--- config.mk ---
export PLATFORM = sky130hd
export DESIGN_NAME = spectral_peak_tracker_top
export DESIGN_NICKNAME = d
export VERILOG_FILES = /design/src/rtl/spt_pkg.sv /design/src/rtl/spt_datapath.sv /design/src/rtl/spt_controller.sv /design/src/rtl/spectral_peak_tracker_top.sv
export VERILOG_INCLUDE_DIRS = /design/src /design/src/rtl
export SDC_FILE = /design/constraint.sdc
export NUM_CORES = 1
export LEC_CHECK = 0
export BUFFER_PORTS_ARGS = -buffer_cell sky130_fd_sc_hd__buf_2
export CORE_UTILIZATION = 46
export CTS_CLUSTER_DIAMETER = 200
export DETAILED_ROUTE_END_ITERATION = 8
export PLACE_DENSITY = 0.61
export SLEW_MARGIN = 20
export SYNTH_ARGS = -nofsm -noshare
export SYNTH_HDL_FRONTEND = slang
export SYNTH_SLANG_ARGS = --single-unit
--- constraint.sdc ---
create_clock -name clk -period 10.2 [get_ports clk]
set_clock_uncertainty 0.1 [all_clocks]
set_input_delay 1.53 -clock clk [delete_from_list [all_inputs] [get_ports clk]]
set_output_delay 1.53 -clock clk [all_outputs]
set_load 0.01 [all_outputs]
--- src/rtl/spectral_peak_tracker_top_macros.svh ---
`ifndef SPECTRAL_PEAK_TRACKER_TOP_MACROS_SVH
`define SPECTRAL_PEAK_TRACKER_TOP_MACROS_SVH

// Same-cycle implication, clocked on clk and disabled while rst_n is low.
`define SPT_ASSERT_IMP(lbl, ante, cons, msg) \
  lbl: assert property (@(posedge clk) disable iff (!rst_n) (ante) |-> (cons)) \
    else $error(msg);

// Next-cycle implication, clocked on clk and disabled while rst_n is low.
`define SPT_ASSERT_NXT(lbl, ante, cons, msg) \
  lbl: assert property (@(posedge clk) disable iff (!rst_n) (ante) |=> (cons)) \
    else $error(msg);

`endif

--- src/rtl/spt_pkg.sv ---
package spt_pkg;

  localparam int CFG_IDX_W  = 2;
  localparam int CFG_DATA_W = 16;
  localparam int L2FFT_W    = 4;
  localparam int THR_W      = 12;
  localparam int DELTA_W    = 16;
  localparam int PEAKS_W    = 4;

  localparam logic [CFG_IDX_W-1:0] REG_LOG2_FFT_SIZE    = 2'd0;
  localparam logic [CFG_IDX_W-1:0] REG_DC_BIN_THRESHOLD = 2'd1;
  localparam logic [CFG_IDX_W-1:0] REG_DELTA_FRAC       = 2'd2;
  localparam logic [CFG_IDX_W-1:0] REG_PEAKS_IN_USE     = 2'd3;

  localparam logic [L2FFT_W-1:0] LOG2_FFT_RST  = 4'd10;
  localparam logic [THR_W-1:0]   DC_THR_RST    = 12'd0;
  localparam logic [DELTA_W-1:0] DELTA_RST     = 16'd3277;
  localparam logic [PEAKS_W-1:0] PEAKS_RST     = 4'd8;

  typedef enum logic [1:0] {
    ST_IDLE,
    ST_SCAN,
    ST_UPDATE,
    ST_EMIT
  } spt_state_t;

  typedef struct packed {
    logic capture;
    logic scan;
    logic update;
    logic emit;
    logic clear;
  } spt_cmd_t;

  typedef struct packed {
    logic item_last;
    logic out_free;
  } spt_sts_t;

endpackage

--- src/rtl/spt_datapath.sv ---
module spt_datapath #(
  parameter int PEAK_SLOTS   = 8,
  parameter int LOG2_MAX_FFT = 12,
  parameter int MAG_WIDTH    = 24,
  parameter int IDX_W        = 3
) (
  input  logic                           clk,
  input  logic                           rst_n,
  input  logic                           cfg_we,
  input  logic [spt_pkg::CFG_IDX_W-1:0]  cfg_index,
  input  logic [spt_pkg::CFG_DATA_W-1:0] cfg_wdata,
  input  logic [MAG_WIDTH-1:0]           in_magnitude,
  input  logic                           in_last_bin,
  input  logic                           out_ready,
  output logic                           out_valid,
  output logic [MAG_WIDTH-1:0]           out_peak_amplitude,
  output logic [LOG2_MAX_FFT-1:0]        out_peak_bin,
  output logic                           out_last_peak,
  input  spt_pkg::spt_cmd_t              cmd,
  input  logic [IDX_W-1:0]               idx,
  output spt_pkg::spt_sts_t              sts,
  output logic [IDX_W-1:0]               last_idx
);
  import spt_pkg::*;

  localparam int B     = LOG2_MAX_FFT;
  localparam int CMP_W = (B > THR_W) ? B : THR_W;
  localparam logic [5:0] MAX_P = 6'(PEAK_SLOTS);

  logic [L2FFT_W-1:0] log2_fft_r;
  logic [THR_W-1:0]   dc_thr_r;
  logic [DELTA_W-1:0] delta_r;
  logic [PEAKS_W-1:0] peaks_r;

  logic [MAG_WIDTH-1:0] cur_mag_r;
  logic [B-1:0]         cur_bin_r;
  logic                 cur_last_r;
  logic [B-1:0]         bin_cnt_r;

  logic [MAG_WIDTH-1:0] ent_mag_r [PEAK_SLOTS];
  logic [B-1:0]         ent_bin_r [PEAK_SLOTS];
  logic [PEAK_SLOTS-1:0] ent_vld_r;

  logic [MAG_WIDTH-1:0] weak_mag_r;
  logic [IDX_W-1:0]     weak_idx_r;
  logic                 nb_fnd_r;
  logic [IDX_W-1:0]     nb_idx_r;
  logic [MAG_WIDTH-1:0] nb_mag_r;

  logic                 out_valid_r;
  logic [MAG_WIDTH-1:0] out_amp_r;
  logic [B-1:0]         out_bin_r;
  logic                 out_last_r;

  logic [5:0]           pu_ext;
  logic [5:0]           n_use;
  logic [MAG_WIDTH-1:0] rd_mag;
  logic [B-1:0]         rd_bin;
  logic [B-1:0]         diff;
  logic [B+15:0]        dist_scaled;
  logic [B+15:0]        reach;
  logic                 hit;
  logic                 first;
  logic                 cand;
  logic                 wr_en;
  logic [IDX_W-1:0]     wr_idx;
  logic [L2FFT_W-1:0]   shift_amt;

  // Number of entries in use, clamped to one through PEAK_SLOTS.
  always_comb begin
    pu_ext = {2'b00, peaks_r};
    if (peaks_r == '0) begin
      n_use = 6'd1;
    end else if (pu_ext > MAX_P) begin
      n_use = MAX_P;
    end else begin
      n_use = pu_ext;
    end
  end
  assign last_idx = IDX_W'(n_use - 6'd1);

  // An entry that is not valid reads as the cleared value.
  assign rd_mag = ent_vld_r[idx] ? ent_mag_r[idx] : '0;
  assign rd_bin = ent_vld_r[idx] ? ent_bin_r[idx] : '0;
  assign first  = (idx == '0);

  // Relative distance test: |p-b| * 2^16 < delta * p.
  assign diff        = (rd_bin > cur_bin_r) ? (rd_bin - cur_bin_r) : (cur_bin_r - rd_bin);
  assign dist_scaled = {diff, 16'h0000};
  assign reach       = delta_r * rd_bin;
  assign hit         = (dist_scaled < reach);

  assign cand = (cur_mag_r > weak_mag_r) && (CMP_W'(cur_bin_r) > CMP_W'(dc_thr_r));

  always_comb begin
    wr_en  = 1'b0;
    wr_idx = weak_idx_r;
    if (cmd.update && cand) begin
      if (nb_fnd_r) begin
        if (cur_mag_r > nb_mag_r) begin
          wr_en  = 1'b1;
          wr_idx = nb_idx_r;
        end
      end else begin
        wr_en = 1'b1;
      end
    end
  end

  assign shift_amt = (log2_fft_r > 4'd1) ? (log2_fft_r - 4'd1) : '0;

  always_ff @(posedge clk) begin
    if (!rst_n) begin
      log2_fft_r <= LOG2_FFT_RST;
      dc_thr_r   <= DC_THR_RST;
      delta_r    <= DELTA_RST;
      peaks_r    <= PEAKS_RST;
    end else if (cfg_we) begin
      unique case (cfg_index)
        REG_LOG2_FFT_SIZE:    log2_fft_r <= cfg_wdata[L2FFT_W-1:0];
        REG_DC_BIN_THRESHOLD: dc_thr_r   <= cfg_wdata[THR_W-1:0];
        REG_DELTA_FRAC:       delta_r    <= cfg_wdata[DELTA_W-1:0];
        REG_PEAKS_IN_USE:     peaks_r    <= cfg_wdata[PEAKS_W-1:0];
      endcase
    end
  end

  always_ff @(posedge clk) begin
    if (!rst_n) begin
      bin_cnt_r <= B'(1);
    end else if (cmd.capture) begin
      bin_cnt_r <= in_last_bin ? B'(1) : (bin_cnt_r + B'(1));
    end
  end

  always_ff @(posedge clk) begin
    if (cmd.capture) begin
      cur_mag_r  <= in_magnitude;
      cur_bin_r  <= bin_cnt_r;
      cur_last_r <= in_last_bin;
    end
  end

  // Scan pass: first minimum and first neighbor in table order.
  always_ff @(posedge clk) begin
    if (cmd.scan) begin
      if (first) begin
        weak_mag_r <= rd_mag;
        weak_idx_r <= idx;
        nb_fnd_r   <= hit;
        nb_idx_r   <= idx;
        nb_mag_r   <= rd_mag;
      end else begin
        if (rd_mag < weak_mag_r) begin
          weak_mag_r <= rd_mag;
          weak_idx_r <= idx;
        end
        if (!nb_fnd_r && hit) begin
          nb_fnd_r <= 1'b1;
          nb_idx_r <= idx;
          nb_mag_r <= rd_mag;
        end
      end
    end
  end

  always_ff @(posedge clk) begin
    if (!rst_n) begin
      ent_vld_r <= '0;
    end else if (cmd.clear) begin
      ent_vld_r <= '0;
    end else if (wr_en) begin
      ent_vld_r[wr_idx] <= 1'b1;
    end
  end

  always_ff @(posedge clk) begin
    if (wr_en) begin
      ent_mag_r[wr_idx] <= cur_mag_r;
      ent_bin_r[wr_idx] <= cur_bin_r;
    end
  end

  always_ff @(posedge clk) begin
    if (!rst_n) begin
      out_valid_r <= 1'b0;
    end else if (cmd.emit) begin
      out_valid_r <= 1'b1;
    end else if (out_ready) begin
      out_valid_r <= 1'b0;
    end
  end

  always_ff @(posedge clk) begin
    if (cmd.emit) begin
      out_amp_r  <= rd_mag >> shift_amt;
      out_bin_r  <= rd_bin;
      out_last_r <= (idx == last_idx);
    end
  end

  assign sts.item_last = cur_last_r;
  assign sts.out_free  = !out_valid_r || out_ready;

  assign out_valid          = out_valid_r;
  assign out_peak_amplitude = out_amp_r;
  assign out_peak_bin       = out_bin_r;
  assign out_last_peak      = out_last_r;

endmodule

--- src/rtl/spt_controller.sv ---
`include "spectral_peak_tracker_top_macros.svh"

module spt_controller #(
  parameter int PEAK_SLOTS = 8
) (
  input  logic              clk,
  input  logic              rst_n,
  input  logic              in_valid,
  output logic              in_ready,
  output spt_pkg::spt_cmd_t cmd,
  output logic [((PEAK_SLOTS > 1) ? $clog2(PEAK_SLOTS) : 1)-1:0] idx,
  input  spt_pkg::spt_sts_t sts,
  input  logic [((PEAK_SLOTS > 1) ? $clog2(PEAK_SLOTS) : 1)-1:0] last_idx
);
  import spt_pkg::*;

  localparam int IDX_W = (PEAK_SLOTS > 1) ? $clog2(PEAK_SLOTS) : 1;

  spt_state_t       state_r, state_nxt;
  logic [IDX_W-1:0] idx_r, idx_nxt;
  logic             at_last;

  assign at_last = (idx_r == last_idx);

  always_ff @(posedge clk) begin
    if (!rst_n) begin
      state_r <= ST_IDLE;
      idx_r   <= '0;
    end else begin
      state_r <= state_nxt;
      idx_r   <= idx_nxt;
    end
  end

  always_comb begin
    state_nxt = state_r;
    idx_nxt   = idx_r;
    cmd       = '0;
    in_ready  = 1'b0;
    unique case (state_r)
      ST_IDLE: begin
        in_ready = 1'b1;
        if (in_valid) begin
          cmd.capture = 1'b1;
          idx_nxt     = '0;
          state_nxt   = ST_SCAN;
        end
      end
      ST_SCAN: begin
        cmd.scan = 1'b1;
        if (at_last) begin
          state_nxt = ST_UPDATE;
        end else begin
          idx_nxt = idx_r + IDX_W'(1);
        end
      end
      ST_UPDATE: begin
        cmd.update = 1'b1;
        idx_nxt    = '0;
        state_nxt  = sts.item_last ? ST_EMIT : ST_IDLE;
      end
      ST_EMIT: begin
        if (sts.out_free) begin
          cmd.emit = 1'b1;
          if (at_last) begin
            cmd.clear = 1'b1;
            idx_nxt   = '0;
            state_nxt = ST_IDLE;
          end else begin
            idx_nxt = idx_r + IDX_W'(1);
          end
        end
      end
      default: begin
        state_nxt = ST_IDLE;
      end
    endcase
  end

  assign idx = idx_r;

  `SPT_ASSERT_NXT(a_scan_to_update, (state_r == ST_SCAN) && at_last, state_r == ST_UPDATE, "scan did not end in update")
  `SPT_ASSERT_IMP(a_emit_needs_room, cmd.emit, sts.out_free, "result loaded over a waiting item")
  `SPT_ASSERT_IMP(a_clear_on_final, cmd.clear, cmd.emit && at_last, "table cleared before final result")

endmodule

--- src/rtl/spectral_peak_tracker_top.sv ---
// Spectral peak tracker. Bin magnitudes for bins 1 to N/2 of one frame arrive
// as items on the in_ channel, the last one flagged by in_last_bin. The block
// keeps a table of the strongest peaks: a bin is a candidate when it is
// strictly louder than the weakest entry in use (first minimum in table
// order) and its index lies above dc_bin_threshold. If an entry in use lies
// within the relative distance delta_frac (Q0.16) of the candidate, the first
// such entry is replaced, and only when the candidate is louder; otherwise
// the weakest entry is replaced. After the last bin of a frame the entries in
// use are sent on the out_ channel in table order with amplitude
// mag >> (log2_fft_size - 1), bin 0 marking an unused entry and
// out_last_peak marking the final item; the table is then cleared and the
// bin count starts again at one. Each bin is handled in steps: the item is
// taken, then the shared distance multiplier and minimum compare walk the
// table one entry at a time up to the clamped peaks_in_use, and then the
// table is written. After the last bin of a frame the result items follow
// one at a time, each waiting until the output register is free.
// Configuration registers are written through cfg_we, cfg_index and
// cfg_wdata and should be changed only while the block is idle.
module spectral_peak_tracker_top #(
  parameter int PEAK_SLOTS   = 8,
  parameter int LOG2_MAX_FFT = 12,
  parameter int MAG_WIDTH    = 24
) (
  input  logic                           clk,
  input  logic                           rst_n,
  input  logic                           cfg_we,
  input  logic [spt_pkg::CFG_IDX_W-1:0]  cfg_index,
  input  logic [spt_pkg::CFG_DATA_W-1:0] cfg_wdata,
  input  logic                           in_valid,
  output logic                           in_ready,
  input  logic [MAG_WIDTH-1:0]           in_magnitude,
  input  logic                           in_last_bin,
  output logic                           out_valid,
  input  logic                           out_ready,
  output logic [MAG_WIDTH-1:0]           out_peak_amplitude,
  output logic [LOG2_MAX_FFT-1:0]        out_peak_bin,
  output logic                           out_last_peak
);
  import spt_pkg::*;

  // Width of a table index; a one-entry table still carries a single bit.
  localparam int IDX_W = (PEAK_SLOTS > 1) ? $clog2(PEAK_SLOTS) : 1;

  // Commands from the sequencer and status back from the datapath.
  spt_cmd_t         cmd;
  spt_sts_t         sts;
  logic [IDX_W-1:0] idx;
  logic [IDX_W-1:0] last_idx;

  // The sequencer owns the table walk and the input handshake.
  spt_controller #(
    .PEAK_SLOTS (PEAK_SLOTS)
  ) u_ctrl (
    .clk      (clk),
    .rst_n    (rst_n),
    .in_valid (in_valid),
    .in_ready (in_ready),
    .cmd      (cmd),
    .idx      (idx),
    .sts      (sts),
    .last_idx (last_idx)
  );

  // The datapath holds the registers, the peak table and the output register.
  spt_datapath #(
    .PEAK_SLOTS   (PEAK_SLOTS),
    .LOG2_MAX_FFT (LOG2_MAX_FFT),
    .MAG_WIDTH    (MAG_WIDTH),
    .IDX_W        (IDX_W)
  ) u_dp (
    .clk                (clk),
    .rst_n              (rst_n),
    .cfg_we             (cfg_we),
    .cfg_index          (cfg_index),
    .cfg_wdata          (cfg_wdata),
    .in_magnitude       (in_magnitude),
    .in_last_bin        (in_last_bin),
    .out_ready          (out_ready),
    .out_valid          (out_valid),
    .out_peak_amplitude (out_peak_amplitude),
    .out_peak_bin       (out_peak_bin),
    .out_last_peak      (out_last_peak),
    .cmd                (cmd),
    .idx                (idx),
    .sts                (sts),
    .last_idx           (last_idx)
  );

endmodule

==> results by group <==
Synth
  – Area contributors post-synth: edfxtp_1, fa_1, ha_1
  – Share of the synthesized area in the top cell type: 44.59%
  – Library cells used by synthesis: 70
  – Ys flop type: edfxtp_1
  – Commonest cells in the netlist: edfxtp_1, inv_1, nand2_1, ha_1, fa_1
  – Synth warn: 0
  – Asr flop ratio synth: 0%
  – Largest area contributor in the netlist: edfxtp_1
  – Syn Inst Count: roughly 2,200
  – Mapped Area: approximately 28,000 sq um
  – Net count after synthesis: 2,620
  – Cell with the most instances after synthesis: edfxtp_1
  – Mean Syn Cell Area: approximately 13 sq um
  – Flops & latches, synth: roughly 480
  – Sequential share of the synthesized area: 49.22%
  – Post-synth EDFFs: approximately 420

Job
  – Total of max-cap violations: 0

Clock network
  – Clock sinks: ~480
  – CTS tree: yes
  – Root buf cell: clkbuf_16
  – CTS HTree Levels: 2
  – Total CTS buffers: between 50 and 60
  – Worst-Skew Late Latency: between 0.6 and 0.7 ns
  – Clk slew on worst S/H paths: about 0.06 ns
  – Clock buffer depth: 3

Layout
  – Nets: between 2,000 and 3,000
  – Finished Cell Area: 31,300 sq um
  – # diodes: 0
  – Fraction of layout cells with a size suffix above 1: between 10% and 20%
  – Area delta synth->final: 11.46%
  – Final Core Density: a little over 50%

Worst setup path
  – CP max stage cell: mux4_1
  – Crit end category: flop
  – CP Data Required Time: roughly 10 ns
  – Flop-to-flop setup slack: between 0.6 and 0.7 ns
  – CP most frequent cell: fa_1
  – Slowest stage delay, CP: between 0.7 and 0.8 ns
  – CP Launch Type: flop
  – Critical-path maximum fanout: 28
  – Critical R2R Capture: u_dp.nb_mag_r[16]
  – Worst EP arrival: ~9.8 ns
  – Setup CP Type: flop to flop
  – Worst reg2reg startpoint: u_ctrl.idx[0]
  – Worst-case reg-to-reg path depth: 32

Route
  – # DRC: 0
  – Via Count: approximately 18,000
  – First-pass DRT Iterations: 5
  – Routed Antenna Nets: 0
  – Vias per inst: about 5.5
  – DR WL/cell: about 21 um
  – Drt total wl: 67,030 um
  – Initial DRC count: 1,209

Placement
  – I/O Buffers: 86
  – Worst slack at placement: ~0.083 ns
  – Post-DP HPWL: between 40,000 and 50,000 um
  – Routability cong.: approximately 0.9
  – Placed Area: ~30,000 sq um

Power and ir drop
  – Leak Pwr: 12.27 nW
  – Maximum vdd drop: roughly 130 uV
  – Cell Pwr Density: roughly 140 nW/um^2

STA
  – Setup ws final: 0.6229 ns
  – Final Critical Period: 9.577 ns
  – WHS: around 0.35 ns
  – Final Hold Vio Count: 0
  – Count of pins over their slew limit: 0
  – Max Freq: about 0.10 GHz
  – Total negative slack: 0 ns
  – Worst slew pin tran: about 1 ns
  – Endpoints failing setup: 0
  – Period utilisation layout: about 94%
  – Slew headroom: 33.35%
  – RSZ-0062 raised after global routing: false

Floorplan
  – FP Rows: 90
  – Starting Density: between 40% and 50%
  – Core Footprint: about 60,000 sq um
  – Die area: 62,040 sq um
  – Io pins: 87
  – Die X-Extent: approximately 250 um
  – Die height: approximately 250 um

GRT
  – Vias in the first global route: between 15,000 and 20,000
  – Largest net degree at the start of global routing: a little under 50
  – Global Route Usage Sum: between 20% and 30%
  – First-pass GRT wire length: 105,400 um
  – GRT overflow: 0
  – Initial antenna violation count: 1

Worst hold path
  – Hold EP: u_dp.ent_vld_r[0]
  – Hold depth: 2
  – Min-delay src: u_dp.ent_vld_r[0]
  – Min-delay worst type: flop to flop

Outcome
  – Run status: complete, no violations
area by class of cell:
class                           instances  area (sq um)
Fill cell                            5167         29060
Sequential cell                       482         13830
Multi-Input combinational cell       1387         12880
Clock buffer                           63          1374
Inverter                              291          1092
Tap cell                              782         978.4
Timing Repair Buffer                  131         818.3
Clock inverter                         31         322.8
worst max-delay path by stage:
stage	start	to	slack (ns)
floorplan	u_ctrl.idx[0]	u_dp.nb_fnd_r	0.89
global placement	u_ctrl.idx[0]	u_dp.nb_mag_r[18]	0.25
detailed placement	u_ctrl.idx[0]	u_dp.nb_mag_r[16]	0.08
CTS	u_ctrl.idx[0]	u_dp.nb_mag_r[16]	0.08
global route	u_ctrl.idx[0]	u_dp.nb_mag_r[20]	0.07
finish	u_ctrl.idx[0]	u_dp.nb_mag_r[16]	0.62
stage by stage:
stage / std cells / power, mW
after global routing: 3167 / 4.500
after detailed placement: 3071 / 2.510
final: 3167 / 4.347
after floorplan: 2240 / 2.419
after CTS: 3165 / 4.391
after global placement: 3071 / 2.500
critical path: cells and delay by family (launching register included):
| family | cells | cell delay, ns |
|---|---|---|
| simple gates | 11 | 2.24 |
| xor+xnor | 1 | 0.15 |
| flops | 1 | 0.43 |
| mux | 2 | 0.93 |
| buf+inv | 5 | 0.54 |
| compound gates | 6 | 1.75 |
| fa+ha+maj | 7 | 3.14 |
power by group:
part	leakage, nW	total, mW	internal (mW)	switching [mW]
Combinational	7.10	0.244	0.104	0.139
Sequential	4.35	2.23	2.17	0.0543
Clock	0.815	1.88	1.07	0.808
registers in the layout (all words and copies together) (netlist names), named ones only:
name,flops
u_ctrl.idx,3
u_ctrl.state_r,2
u_dp.bin_cnt_r,12
u_dp.cur_bin_r,12
u_dp.cur_last_r,1
u_dp.cur_mag_r,24
u_dp.dc_thr_r,12
u_dp.delta_r,16
u_dp.ent_bin_r,96
u_dp.ent_mag_r,192
u_dp.ent_vld_r,8
u_dp.log2_fft_r,4
u_dp.nb_fnd_r,1
u_dp.nb_idx_r,3
u_dp.nb_mag_r,24
u_dp.out_last_peak,1
u_dp.out_peak_amplitude,24
u_dp.out_peak_bin,12
u_dp.out_valid,1
u_dp.peaks_r,4
u_dp.weak_idx_r,3
u_dp.weak_mag_r,24
logic make-up (layout without fill, tap and decap cells):
logic type / Yosys count / count (layout) / synth area share [%]
flops: 482 / 482 / 49.22
mux: 184 / 185 / 10.02
xor+xnor: 45 / 45 / 1.403
fa+ha+maj: 332 / 332 / 18.59
buf+inv: 372 / 516 / 5.324
compound gates: 255 / 255 / 5.792
simple gates: 570 / 570 / 9.655
cells in the final DEF, fill, tap and decap left out, types with 74 or more instances in the layout:
cell type  instances
buf_2             86
mux4_2            74
nand2_1          225
edfxtp_1         417
fa_1             142
ha_1             190
a21oi_1           84
inv_1            290
mux2i_1           98
nor2_1            98
layer usage:
| layer | track usage [%] | share of wire, % | vias up |
|---|---|---|---|
| li1 | - | - | 8071 |
| met5 | 0 | 0 | - |
| met3 | 3.824 | 5.8 | 94 |
| met4 | 5.168 | 2.1 | 0 |
| met1 | 32.85 | 47 | 8865 |
| met2 | 33.90 | 45 | 479 |
timing repair:
| action | in CTS | in global routing |
|---|---|---|
| setup endpoints to repair | 0 | 29 |
| setup buffers | 0 | 1 |
| resized for setup | 0 | 10 |
| hold buffers | 0 | 0 |
Power figures use the tool's default switching activity.
